**config.mk**
```make
export PLATFORM = sky130hd
export DESIGN_NAME = pft_cell
export DESIGN_NICKNAME = d
export VERILOG_FILES = /design/src/hw/rtl/pft_pkg.sv /design/src/hw/rtl/pft_cell.sv
export SDC_FILE = /design/constraint.sdc
export NUM_CORES = 1
export LEC_CHECK = 0
export BUFFER_PORTS_ARGS = -buffer_cell sky130_fd_sc_hd__buf_4
export CORE_MARGIN = 5
export CORE_UTILIZATION = 40
export DETAILED_ROUTE_END_ITERATION = 10
export PLACE_DENSITY = 0.68
export SLEW_MARGIN = 20
export SYNTH_ARGS = -nofsm -noshare
export SYNTH_HDL_FRONTEND = slang
export SYNTH_SLANG_ARGS = --single-unit
```
**constraint.sdc**
```tcl
create_clock -name aclk -period 2.4 [get_ports aclk]
set_input_delay 0.48 -clock aclk [delete_from_list [all_inputs] [get_ports aclk]]
set_output_delay 0.48 -clock aclk [all_outputs]
set_load 0.02 [all_outputs]
```
**src/hw/rtl/pft_pkg.sv**
```systemverilog
// Shared types, sizes and the item carried along the page frame table cell chain.
package pft_pkg;

    localparam int FRAME_COUNT = 128;
    localparam int OWNER_BITS  = 8;
    localparam int PAGE_BITS   = 10;

    localparam int IDX_W = $clog2(FRAME_COUNT);
    localparam int CNT_W = $clog2(FRAME_COUNT + 1);
    localparam int CMP_W = (CNT_W > 8) ? CNT_W : 8;

    localparam int OPCODE_W   = 2;
    localparam int PROC_W     = 8;
    localparam int PAGE_IN_W  = 10;
    localparam int NEED_W     = 8;
    localparam int FRAME_IO_W = 7;
    localparam int FREE_IO_W  = 8;

    typedef logic [OWNER_BITS-1:0] owner_t;
    typedef logic [PAGE_BITS-1:0]  page_t;
    typedef logic [IDX_W-1:0]      idx_t;
    typedef logic [CNT_W-1:0]      cnt_t;
    typedef logic [CMP_W-1:0]      cmp_t;
    typedef logic [NEED_W-1:0]     need_t;
    typedef logic [FRAME_IO_W-1:0] frame_io_t;
    typedef logic [FREE_IO_W-1:0]  free_io_t;

    typedef enum logic [OPCODE_W-1:0] {
        OP_LOOKUP  = 2'd0,
        OP_CHECK   = 2'd1,
        OP_ALLOC   = 2'd2,
        OP_RELEASE = 2'd3
    } op_t;

    typedef struct packed {
        logic   valid;
        op_t    op;
        owner_t pid;
        page_t  page;
        need_t  need;
        logic   hit;
        idx_t   frame;
        cnt_t   count;
    } item_t;

endpackage

```
**src/hw/rtl/pft_cell.sv**
```systemverilog
// One frame of the table: holds its tag and updates the item passing through it.
module pft_cell (
    input  logic           aclk,
    input  logic           aresetn,
    input  logic           advance,
    input  pft_pkg::idx_t  frame_id,
    input  pft_pkg::item_t bus_in,
    output pft_pkg::item_t bus_out
);
    import pft_pkg::*;

    logic   in_use_reg;
    logic   in_use_next;
    owner_t owner_reg;
    page_t  page_reg;
    logic   claim;
    logic   owner_match;
    item_t  bus_reg;
    item_t  bus_next;

    assign owner_match = in_use_reg && (owner_reg == bus_in.pid);
    assign claim = (bus_in.op == OP_ALLOC) && !bus_in.hit && !in_use_reg;

    always_comb begin
        bus_next    = bus_in;
        in_use_next = in_use_reg;
        case (bus_in.op)
            OP_LOOKUP: begin
                if (!bus_in.hit && owner_match && (page_reg == bus_in.page)) begin
                    bus_next.hit   = 1'b1;
                    bus_next.frame = frame_id;
                end
            end
            OP_CHECK: begin
            end
            OP_ALLOC: begin
                if (claim) begin
                    in_use_next    = 1'b1;
                    bus_next.hit   = 1'b1;
                    bus_next.frame = frame_id;
                end
            end
            OP_RELEASE: begin
                if (owner_match) begin
                    in_use_next = 1'b0;
                end
            end
            default: begin
            end
        endcase
        bus_next.count = bus_in.count + cnt_t'(!in_use_next);
    end

    always_ff @(posedge aclk) begin
        if (!aresetn) begin
            in_use_reg    <= 1'b0;
            bus_reg.valid <= 1'b0;
        end else if (advance) begin
            bus_reg <= bus_next;
            if (bus_in.valid) begin
                in_use_reg <= in_use_next;
            end
        end
    end

    always_ff @(posedge aclk) begin
        if (advance && bus_in.valid && claim) begin
            owner_reg <= bus_in.pid;
            page_reg  <= bus_in.page;
        end
    end

    assign bus_out = bus_reg;

endmodule

```
* Yosys cells after proc, flatten, opt, wreduce, memory -nomap -nowiden
Cells that the tools add are included.
** Word-level totals
- Word-level logic and storage cells :: 35
- Bits of input ports :: 55
- Flip-flop bits (word level) :: 64
** Operators by class
- Eq/ne operators :: 4
- Reduce and logical (&&, ||, !) cells :: 13
- Add/subtract/negate cells :: 1
- Mux-type cells :: 6
** Operators by type and width (number)
- two-way mux 8 bit :: 2
- one-hot mux 8 bit (2 select lines) :: 1
- equality test 10 bit :: 1
- adder 8 x 1 -> 8 bit :: 1
- equality test 8 bit :: 1
- logical AND 1 bit :: 7
- equality test 2 bit, second input constant :: 2
- AND reduction 2 bit :: 2
- logical NOT 1 bit :: 3
- logical NOT 2 bit :: 1
- two-way mux 1 bit :: 2
- one-hot mux 1 bit (2 select lines) :: 1

* Longest topological paths before layout
- Depth in word-level cells :: 7
- Depth in mapped cells :: 10

* Least setup slack after synthesis
Ideal clock, no wire load.
- Path type :: input-to-reg
- Start :: in bus_in[40] in the netlist's numbering
- End :: reg bus_reg (netlist bit bus_out[6]) (data pin)
- Data arrival time :: 1943 ps
- Cell stages on the path :: 10
- Data required time :: 2142 ps
- Path slack :: 199 ps
- Library setup time :: 258 ps
- Cell sequence :: xnor2_1 -> nand4_1 -> nor2_1 -> nand2_1 -> a21oi_1 -> ha_1 -> ha_1 -> and3_1 -> nand3_1 -> xnor2_1
** RTL lines
- from (decl) :: line pft_cell.sv:7 : input pft_pkg::item_t bus_in,
- to (signal assigned) :: line pft_cell.sv:59 : bus_reg <= bus_next;
- to (decl) :: line pft_cell.sv:18 : item_t bus_reg;

==> results.md <==
* Run status: finished, final reports clean
* Initial Utilization at 0.413
* Post-layout min period at 2.10 ns
* Startpoint Class: flop
* Row count at 28
* Clock Tree Root: clkbuf_8
* Mapped Nets at 188
* Crit Path Max Fanout at 3
* Largest net degree at the start of global routing at 39
* Number of top-level pins at 100
* Hold WC Path Type: input port to flop
* Most used routing layer: met2
* Worst-margin pin slew at 0.357 ns
* DRC at 0
* Synthesis-to-finish area growth at 42.0%
* Routed Antenna Nets at 0
* Core ar. at around 0.006 sq mm
* GR Util met1 at 0.152
* Largest register FFs at 45
* Number of hold buffers added after cts at 0
* M2 GR Usage at 0.218
* F_max at ~480 MHz
* Layout cells sized above 1 at 0.506
* Hold WS at 0.321 ns
* Iter 0 DRT Violations at 58
* Post-Synthesis Cell Area at 0.00246 sq mm
* First-pass GRT wire length at 7510 um
* Leakage at ~0.0014 uW
* Chip width at between 80 and 90 um
* Sequential area share after synthesis at 0.774
* Post-synth top area cell: edfxtp_1
* Netlist cell types at 23
* Routed length per instance at 15.6 um
* Max-cap violations at 0
* Gr ovfl total at 0
* Synthesis warning total at 0
* Slew Viols, Final at 0
* Final wirelength at 5060 um
* Initial DRT Pass Iterations at 4
* Total number of vias at between 1,500 and 2,000
* Gp weighted congestion at slightly below 0.8
* Sink Count at 64
* Clock latency on the worst-skew pair at around 0.33 ns
* Worst VDD drop at 0.360 mV
* Power Density at around 670 mW/mm^2
* Tot GR Track Use at 0.130
* Fillers at around 480
* Clock slew at reported path FFs at 0.07 ns
* Fin util at 0.586
* Endpoint class of the critical path: flop
* Setup Fix Bufs, Post-CTS at 0
* # setup viols final at 0
* Vias in the first global route at 1,569
* Final Cycle Share at 0.877
* Crit Path Category: flop to flop
* Worst EP arrival at 2.18 ns
* Synth Area per Inst at 18.8 sq um
* GRT met3 Usage at 0.0261
* Synth top area share at 0.757
* Post-Syn Instances at 131
* Required @ worst endpoint at 2.48 ns
* Clock buffer depth at 2
* Slew margin rel. at 0.761
* Vias per cell at roughly 4.7
* Initial antenna violation count at 0
* Die Ht at 88.4 um
* CTS buffer count at 9
* Sum Neg Setup Slack at 0 ns
* Clock skew at around 0.009 ns
* RSZ-0062 raised after global routing: no
* Synthesized flop and latch total at 64
* Post-layout nets at 302
* H-tree levels at 3
* Power Total at 2360 uW
* Die area at 0.00781 sq mm
* Diodes inserted at 0
* Final Hold Vio Count at 0
* Detailed placer's ending HPWL at 3810 um
* Area contributors post-synth: edfxtp_1 (76%), xnor2_1 (7.8%), mux2_4 (4.3%)
* Port Buffers at 99
* Post_cts resized at 0
* CTS tree: done
[synth_stat cells]
library cell,n
nor4b_2,1
nor2_1,4
nand4_1,5
nand3_1,3
nor3b_1,1
nor2b_1,1
and2_1,2
mux2_4,7
and3_1,3
a21oi_1,2
a31oi_1,1
ha_1,2
xor2_1,2
edfxtp_1,62
nand2b_1,1
xnor2_1,22
a21oi_4,1
a21boi_0,1
dfxtp_1,2
nor3_4,1
nand2_1,5
o21ai_0,1
and4_1,1
[power breakdown]
part | total, uW | switching, uW | internal [uW] | leakage, uW
combinational | 309 | 152 | 157 | 0.000713
sequential | 1310 | 15.4 | 1290 | 0.000592
clock | 740 | 382 | 358 | 0.0000770
[layout by cell type, fill, tap and decap left out, types with 2 or more instances in the layout]
cell / synthesis / final
clkbuf_8: 0 / 9
nor2_1: 4 / 4
xnor2_1: 22 / 22
clkinv_1: 0 / 2
clkinv_2: 0 / 2
xor2_1: 2 / 2
nand2_1: 5 / 5
edfxtp_1: 62 / 62
ha_1: 2 / 2
mux2_4: 7 / 7
nand4_1: 5 / 5
and3_1: 3 / 3
dfxtp_1: 2 / 2
a21oi_1: 2 / 2
nand3_1: 3 / 3
buf_4: 0 / 102
[metrics by stage]
stage	area, sq um	instances	setup WS, ns
after global placement	3340	309	0.0737
final	3490	324	0.296
after detailed placement	3340	309	0.0544
after global routing	3490	324	0.0867
after CTS	3490	324	0.266
after floorplan	2460	131	0.199
[kinds of logic after synthesis]
family	Yosys count	share of synthesized area
xor+xnor	24	0.0855
fa+ha+maj	2	0.0102
flops	64	0.774
simple gates	28	0.0697
mux	7	0.0427
compound gates	6	0.0183
[critical path: stages (launching register included)]
cell      delay, ns
edfxtp_1       0.39
xnor2_1        0.16
nand4_1        0.11
nor2_1         0.17
nand2_1        0.07
a21oi_1        0.16
ha_1           0.20
ha_1           0.19
and3_1         0.19
nand3_1        0.10
xnor2_1        0.12
[layout make-up]
| type | instances | area, sq um | area share |
|---|---|---|---|
| repair buffers | 103 | 786 | 0.225 |
| flip-flops and latches | 64 | 1900 | 0.545 |
| multi-input cells | 67 | 558 | 0.160 |
| clock buffers | 10 | 128 | 0.0365 |
| clock inverters | 5 | 25.0 | 0.00717 |
| well taps | 75 | 93.8 | 0.0269 |
[routing by layer]
layer	part of all wire	wire (um)
met5	0	0
met4	0.032	161
met1	0.40	2000
met2	0.49	2470
met3	0.084	424
[path summary, 6_finish.rpt]
path | from | endpoint | slack (ns) | cells past startpoint
max | owner_reg[7] | bus_out[6] | 0.30 | 10
min | bus_in[22] | bus_out[22] | 0.32 | 1
min reg2reg | bus_out[44] | bus_out[44] | 0.49 | 2
max reg2reg | owner_reg[7] | bus_out[6] | 0.30 | 10
Note: power is estimated with default switching activity, not from simulation.
