File: src/hw/rtl/pft_pkg.sv
// Shared types, sizes and the item carried along the page frame table cell chain.
package pft_pkg;

    localparam int FRAME_COUNT = 128;
    localparam int OWNER_BITS  = 8;
    localparam int PAGE_BITS   = 10;

    localparam int IDX_W = $clog2(FRAME_COUNT);
    localparam int CNT_W = $clog2(FRAME_COUNT + 1);
    localparam int CMP_W = (CNT_W > 8) ? CNT_W : 8;

    localparam int OPCODE_W   = 2;
    localparam int PROC_W     = 8;
    localparam int PAGE_IN_W  = 10;
    localparam int NEED_W     = 8;
    localparam int FRAME_IO_W = 7;
    localparam int FREE_IO_W  = 8;

    typedef logic [OWNER_BITS-1:0] owner_t;
    typedef logic [PAGE_BITS-1:0]  page_t;
    typedef logic [IDX_W-1:0]      idx_t;
    typedef logic [CNT_W-1:0]      cnt_t;
    typedef logic [CMP_W-1:0]      cmp_t;
    typedef logic [NEED_W-1:0]     need_t;
    typedef logic [FRAME_IO_W-1:0] frame_io_t;
    typedef logic [FREE_IO_W-1:0]  free_io_t;

    typedef enum logic [OPCODE_W-1:0] {
        OP_LOOKUP  = 2'd0,
        OP_CHECK   = 2'd1,
        OP_ALLOC   = 2'd2,
        OP_RELEASE = 2'd3
    } op_t;

    typedef struct packed {
        logic   valid;
        op_t    op;
        owner_t pid;
        page_t  page;
        need_t  need;
        logic   hit;
        idx_t   frame;
        cnt_t   count;
    } item_t;

endpackage

File: src/hw/rtl/pft_resp.sv
// Result register at the end of the chain: forms the result item and holds it for the sink.
module pft_resp (
    input  logic                aclk,
    input  logic                aresetn,
    input  pft_pkg::item_t      bus_in,
    input  logic                m_ready,
    output logic                advance,
    output logic                m_valid,
    output logic                m_success,
    output pft_pkg::frame_io_t  m_frame_index,
    output pft_pkg::free_io_t   m_free_frames
);
    import pft_pkg::*;

    logic      valid_reg;
    logic      success_reg;
    logic      success_next;
    frame_io_t frame_reg;
    frame_io_t frame_next;
    free_io_t  free_reg;

    assign advance = !valid_reg || m_ready;

    always_comb begin
        case (bus_in.op)
            OP_CHECK:   success_next = (cmp_t'(bus_in.count) >= cmp_t'(bus_in.need));
            OP_RELEASE: success_next = 1'b1;
            default:    success_next = bus_in.hit;
        endcase
        frame_next = bus_in.hit ? frame_io_t'(bus_in.frame) : '0;
    end

    always_ff @(posedge aclk) begin
        if (!aresetn) begin
            valid_reg <= 1'b0;
        end else if (advance) begin
            valid_reg <= bus_in.valid;
        end
    end

    always_ff @(posedge aclk) begin
        if (advance) begin
            success_reg <= success_next;
            frame_reg   <= frame_next;
            free_reg    <= free_io_t'(bus_in.count);
        end
    end

    assign m_valid       = valid_reg;
    assign m_success     = success_reg;
    assign m_frame_index = frame_reg;
    assign m_free_frames = free_reg;

endmodule

File: config.mk
export PLATFORM = sky130hd
export DESIGN_NAME = pft_resp
export DESIGN_NICKNAME = d
export VERILOG_FILES = /design/src/hw/rtl/pft_pkg.sv /design/src/hw/rtl/pft_resp.sv
export SDC_FILE = /design/constraint.sdc
export NUM_CORES = 1
export LEC_CHECK = 0
export BUFFER_PORTS_ARGS = -buffer_cell sky130_fd_sc_hd__buf_2
export CORE_AREA = 10 10 56 58
export CTS_BUF_LIST = sky130_fd_sc_hd__clkbuf_4 sky130_fd_sc_hd__clkbuf_8
export DETAILED_ROUTE_END_ITERATION = 12
export DIE_AREA = 0 0 66 68
export PLACE_DENSITY = 0.81
export SYNTH_ARGS = -nofsm -noshare
export SYNTH_HDL_FRONTEND = slang
export SYNTH_SLANG_ARGS = --single-unit
File: constraint.sdc
create_clock -name aclk -period 1.9 [get_ports aclk]
set_input_delay 0.57 -clock aclk [delete_from_list [all_inputs] [get_ports aclk]]
set_output_delay 0.57 -clock aclk [all_outputs]
set_load 0.05 [all_outputs]
; Yosys cells after proc, flatten, opt, wreduce, memory -nomap -nowiden
; Cells that the tools add are included.
[word_totals]
word_cells = 10
out_inout_bits = 18
input_bits = 48
ff_bits = 17
[op_classes]
magnitude_cmp = 1
mux = 1
n_reduce_logical = 2
n_eq_ne = 2
[ops]
columns = op, count
row1 = 8-bit >= comparator, 1
row2 = "2-bit by 1-bit equality test with 1-bit output, second input constant", 1
row3 = "2-bit equality test, second input constant", 1
row4 = 1-bit case mux with 2 select lines, 1
row5 = 1-bit zero test, 1
row6 = 1-bit logical OR, 1

; Logic depth before layout (Yosys ltp)
[depth]
word_depth = 2
ltp_mapped = 5
ltp_nobuf = 5

; Least setup slack after synthesis
; Ideal clock, no wire load.
[synth_timing]
kind = input port to output port
startpoint = in m_ready
endpoint = out advance
path_buffers = 0
t_arrival_ns = 1.365
path_stages = 1
slack_ns = -0.035
cell_sequence = nand2b_1
[synth_via]
elab_chain_cells = 1
[synth_lines]
columns = item, line_no
row1 = "start, declared", pft_resp.sv:6  ; input logic m_ready,
row2 = 1-bit logical OR, pft_resp.sv:22  ; assign advance = !valid_reg || m_ready;
row3 = "end, declared", pft_resp.sv:7  ; output logic advance,
; Every way passes these cells.

; Worst setup path after layout
; Ends and elaborated chain as after synthesis.

==> parameters.txt <==
Parameter                              Value

Placement
  GPL Wtd Cong    between 0.7 and 0.8
  Total of buffers placed on input and output ports    47
  Worst setup slack before clock tree synthesis    0.198 ns
  Detail Placement HPWL    approximately 1.6 mm

Power and ir drop
  Leakage dissipation    0.000555 µW
  Part of the total power dissipated in sequential elements    0.519
  Internal    between 500 and 600 µW
  Maximum VDD drop    0.287 mV
  Power density cells    between 700 and 800 nW/µm²
  Switching Fraction    0.302
  Net Switching    around 260 µW
  Clock power frac    0.233
  Logic pwr share    0.248

Critical path
  Data arrival time of the critical path    approximately 1.0 ns
  Largest fanout on the critical path    2
  Startpoint of the lowest-slack register-to-register path    m_valid
  Crit path required time    between 1 and 1.5 ns
  Worst reg-to-reg path cell count    2
  End of the worst register-to-register path    m_frame_index[2]
  Setup slack of the worst register-to-register path    0.96 ns
  Worst setup EP type    primary output
  Startpoint Class    input pin
  Worst setup path category    in2out

Logic synthesis
  Proportion of synthesized area in mux cells    0
  Synthesized instance count    56
  Xor/xnor share of the synthesized area    0
  Part of the Yosys area used for sequential elements    0.639
  Mean cell area of the mapped netlist    14.0 µm²
  Yosys warning total    0
  Number of register bits inferred by synthesis    17
  Main combinational cell family by area after synthesis    simple AND/OR/NAND/NOR gates
  Post-Synth Adder-Cell Area    0.128
  Synth Area in Compound Gates    0.0623
  Area share of and/or/nand/nor cells after synthesis    0.128
  Proportion of netlist area held by the largest area contributor    0.613
  Post-synthesis cell type with the largest combined area    edfxtp_1
  Synthesized Nets    roughly 110
  Summed instance area of the synthesized netlist    roughly 800 µm²
  Top cells by area in the synthesized netlist    edfxtp_1 (61%), ha_1 (13%), and2_2 (6.7%)
  Synth unique cells    16

Clocking
  Clock insertion delay at the later pin of the skew report    0.28 ns
  Clock Pin Slew Worst Setup and Hold Paths    around 0.09 ns
  Number of buffers added by the clock tree synthesis step    3
  Hold-fix buffers at CTS    0
  Number of H-tree branching levels    1
  Setup fix buffers added after clock tree synthesis    0
  Cts repair resizes    0
  Clock root buffer master    clkbuf_4
  TritonCTS clock tree    yes
  Max Root-Sink Buffers    2
  Number of sinks on the clock net    17

Floorplan
  Standard-cell row count    17
  Floorplan core area    approximately 2100 µm²
  Die boundary width    about 66 µm
  Initial cell density of the core    0.372
  DIE AREA    ~4500 µm²
  # IOs    66
  Height of the die    around 68 µm

STA
  RSZ-0062 raised after global routing    false
  Final setup margin    0.289 ns
  Worst-case headroom to the max-slew limit    0.824
  Worst clock skew    around 0.0021 ns
  Final count of negative-setup-slack endpoints    0
  Slew at the pin closest to its max-slew limit    about 0.27 ns
  Slew Limit Fails    0
  Total count of hold-check failures in the final report    0
  Final Cycle Share    0.848
  Setup TNS Final    0 ns
  Tmin final    between 1.5 and 2 ns
  Max frequency    about 620 MHz

Global route
  Number of global-route vias before repair    approximately 670
  Global routing's busiest layer    met2
  Sum of overflow across all layers after global routing    0
  Met3 GRT Util    0.0473
  First-pass GRT wire length    ~2.9 mm
  Overall track demand over capacity in global routing    0.0829
  Initial antenna violation count    0
  Met2 usage    0.151
  M1 GR Usage    0.0679
  Maximum number of pins on one net before global-route repair    18

Hold path
  Count of cells along the worst hold path    1
  Type of the most critical hold path    in2reg
  WHS Endpoint    m_free_frames[0]
  Launch instance of the worst min-delay path    bus_in[0]

Detailed routing
  Total number of vias    roughly 610
  First-pass DRT Iterations    2
  Remaining number of nets flagged by the antenna check after routing    0
  DR iter-0 viols    28
  Via-per-instance ratio    around 4.5
  Wire per inst    roughly 14 µm
  Residual DRC    0
  Total wire length    about 1.9 mm

Layout
  # diodes    0
  Register cell area after layout    roughly 500 µm²
  Proportion of layout cells with a drive suffix above 1    0.574
  Combined area of the multi-input logic cells    between 200 and 300 µm²
  Layout net count    roughly 170
  Area growth from synthesis to layout    39.6%
  Filler Cell Count    187

Flow run
  Count of maximum capacitance violations    0

Run status
  Status    complete, no violations
## cells in the mapped netlist (all sizes together)
master and instances:
and2 7, a21boi 1, o211a 1, o21ai 3, nand4 1, nor3 1
o2bb2ai 1, ha 8, nand2b 1, nor2 4, nor3b 1, dfxtp 1
a211oi 1, inv 9, edfxtp 16
## power groups by stage
stage	logic, µW	registers (µW)	clock network, µW
finish	213	445	199
global route	230	448	226
CTS	215	445	209
detailed placement	215	454	0
global placement	209	453	0
floorplan	44.3	554	0
## layout make-up
class	instances	area share
Clock buffer	4	0.0275
Inverter	9	0.0309
Multi-Input combinational cell	30	0.230
Sequential cell	17	0.458
Tap cell	28	0.0320
Timing Repair Buffer	48	0.222
## flip-flops by register name, indices dropped and copies added, names as in the netlist
name	flops
m_success	1
m_frame_index	7
m_free_frames	8
m_valid	1
## layer usage
layer	part of all wire	vias up
li1	-	305
met1	0.33	277
met2	0.51	27
met3	0.15	4
met4	0.017	0
met5	0	-
## layout by cell type, fill, tap and decap left out
master and n:
buf_2 47, edfxtp_1 16, inv_1 9, ha_1 8
and2_2 7, clkbuf_4 4, o21ai_0 3, nor2_1 3
nand2b_2 1, nor3b_1 1, nor2_2 1, nand4_1 1
nor3_2 1, a211oi_1 1, o211a_1 1, o2bb2ai_1 1
a21boi_0 1, dfxtp_1 1, buf_4 1
## per-stage QoR
| step | power (µW) | utilization | hold slack (ns) | instance area, µm² | cells |
|---|---|---|---|---|---|
| 2_1_floorplan | 598 | - | 0.669 | 786 | 56 |
| 3_3_place_gp | 662 | 0.505 | 0.752 | 1060 | 132 |
| 3_5_place_dp | 669 | 0.505 | 0.765 | 1060 | 132 |
| 4_1_cts | 869 | 0.519 | 0.465 | 1090 | 136 |
| 5_1_grt | 904 | 0.519 | 0.454 | 1090 | 136 |
| 6_report | 857 | 0.519 | 0.476 | 1090 | 136 |
## logic make-up (layout without fill, tap and decap cells)
logic type	after synthesis	count (layout)
flops	17	17
fa+ha+maj	8	8
buf+inv	9	61
compound gates	7	7
simple gates	15	15
## worst max-delay path, stage by stage
cell and delay (ns):
buf_2 0.09, nand2b_2 0.17, buf_2 0.21
## worst max path at each step
| stage | start | endpoint | cells past startpoint |
|---|---|---|---|
| 6_report | m_ready | advance | 3 |
| 3_3_place_gp | bus_in[5] | m_success | 5 |
| 4_1_cts | m_ready | advance | 3 |
| 2_1_floorplan | m_valid | advance | 1 |
| 3_5_place_dp | bus_in[21] | m_success | 6 |
| 5_1_grt | m_ready | advance | 3 |
No activity file was read; power rests on OpenSTA's default activity.
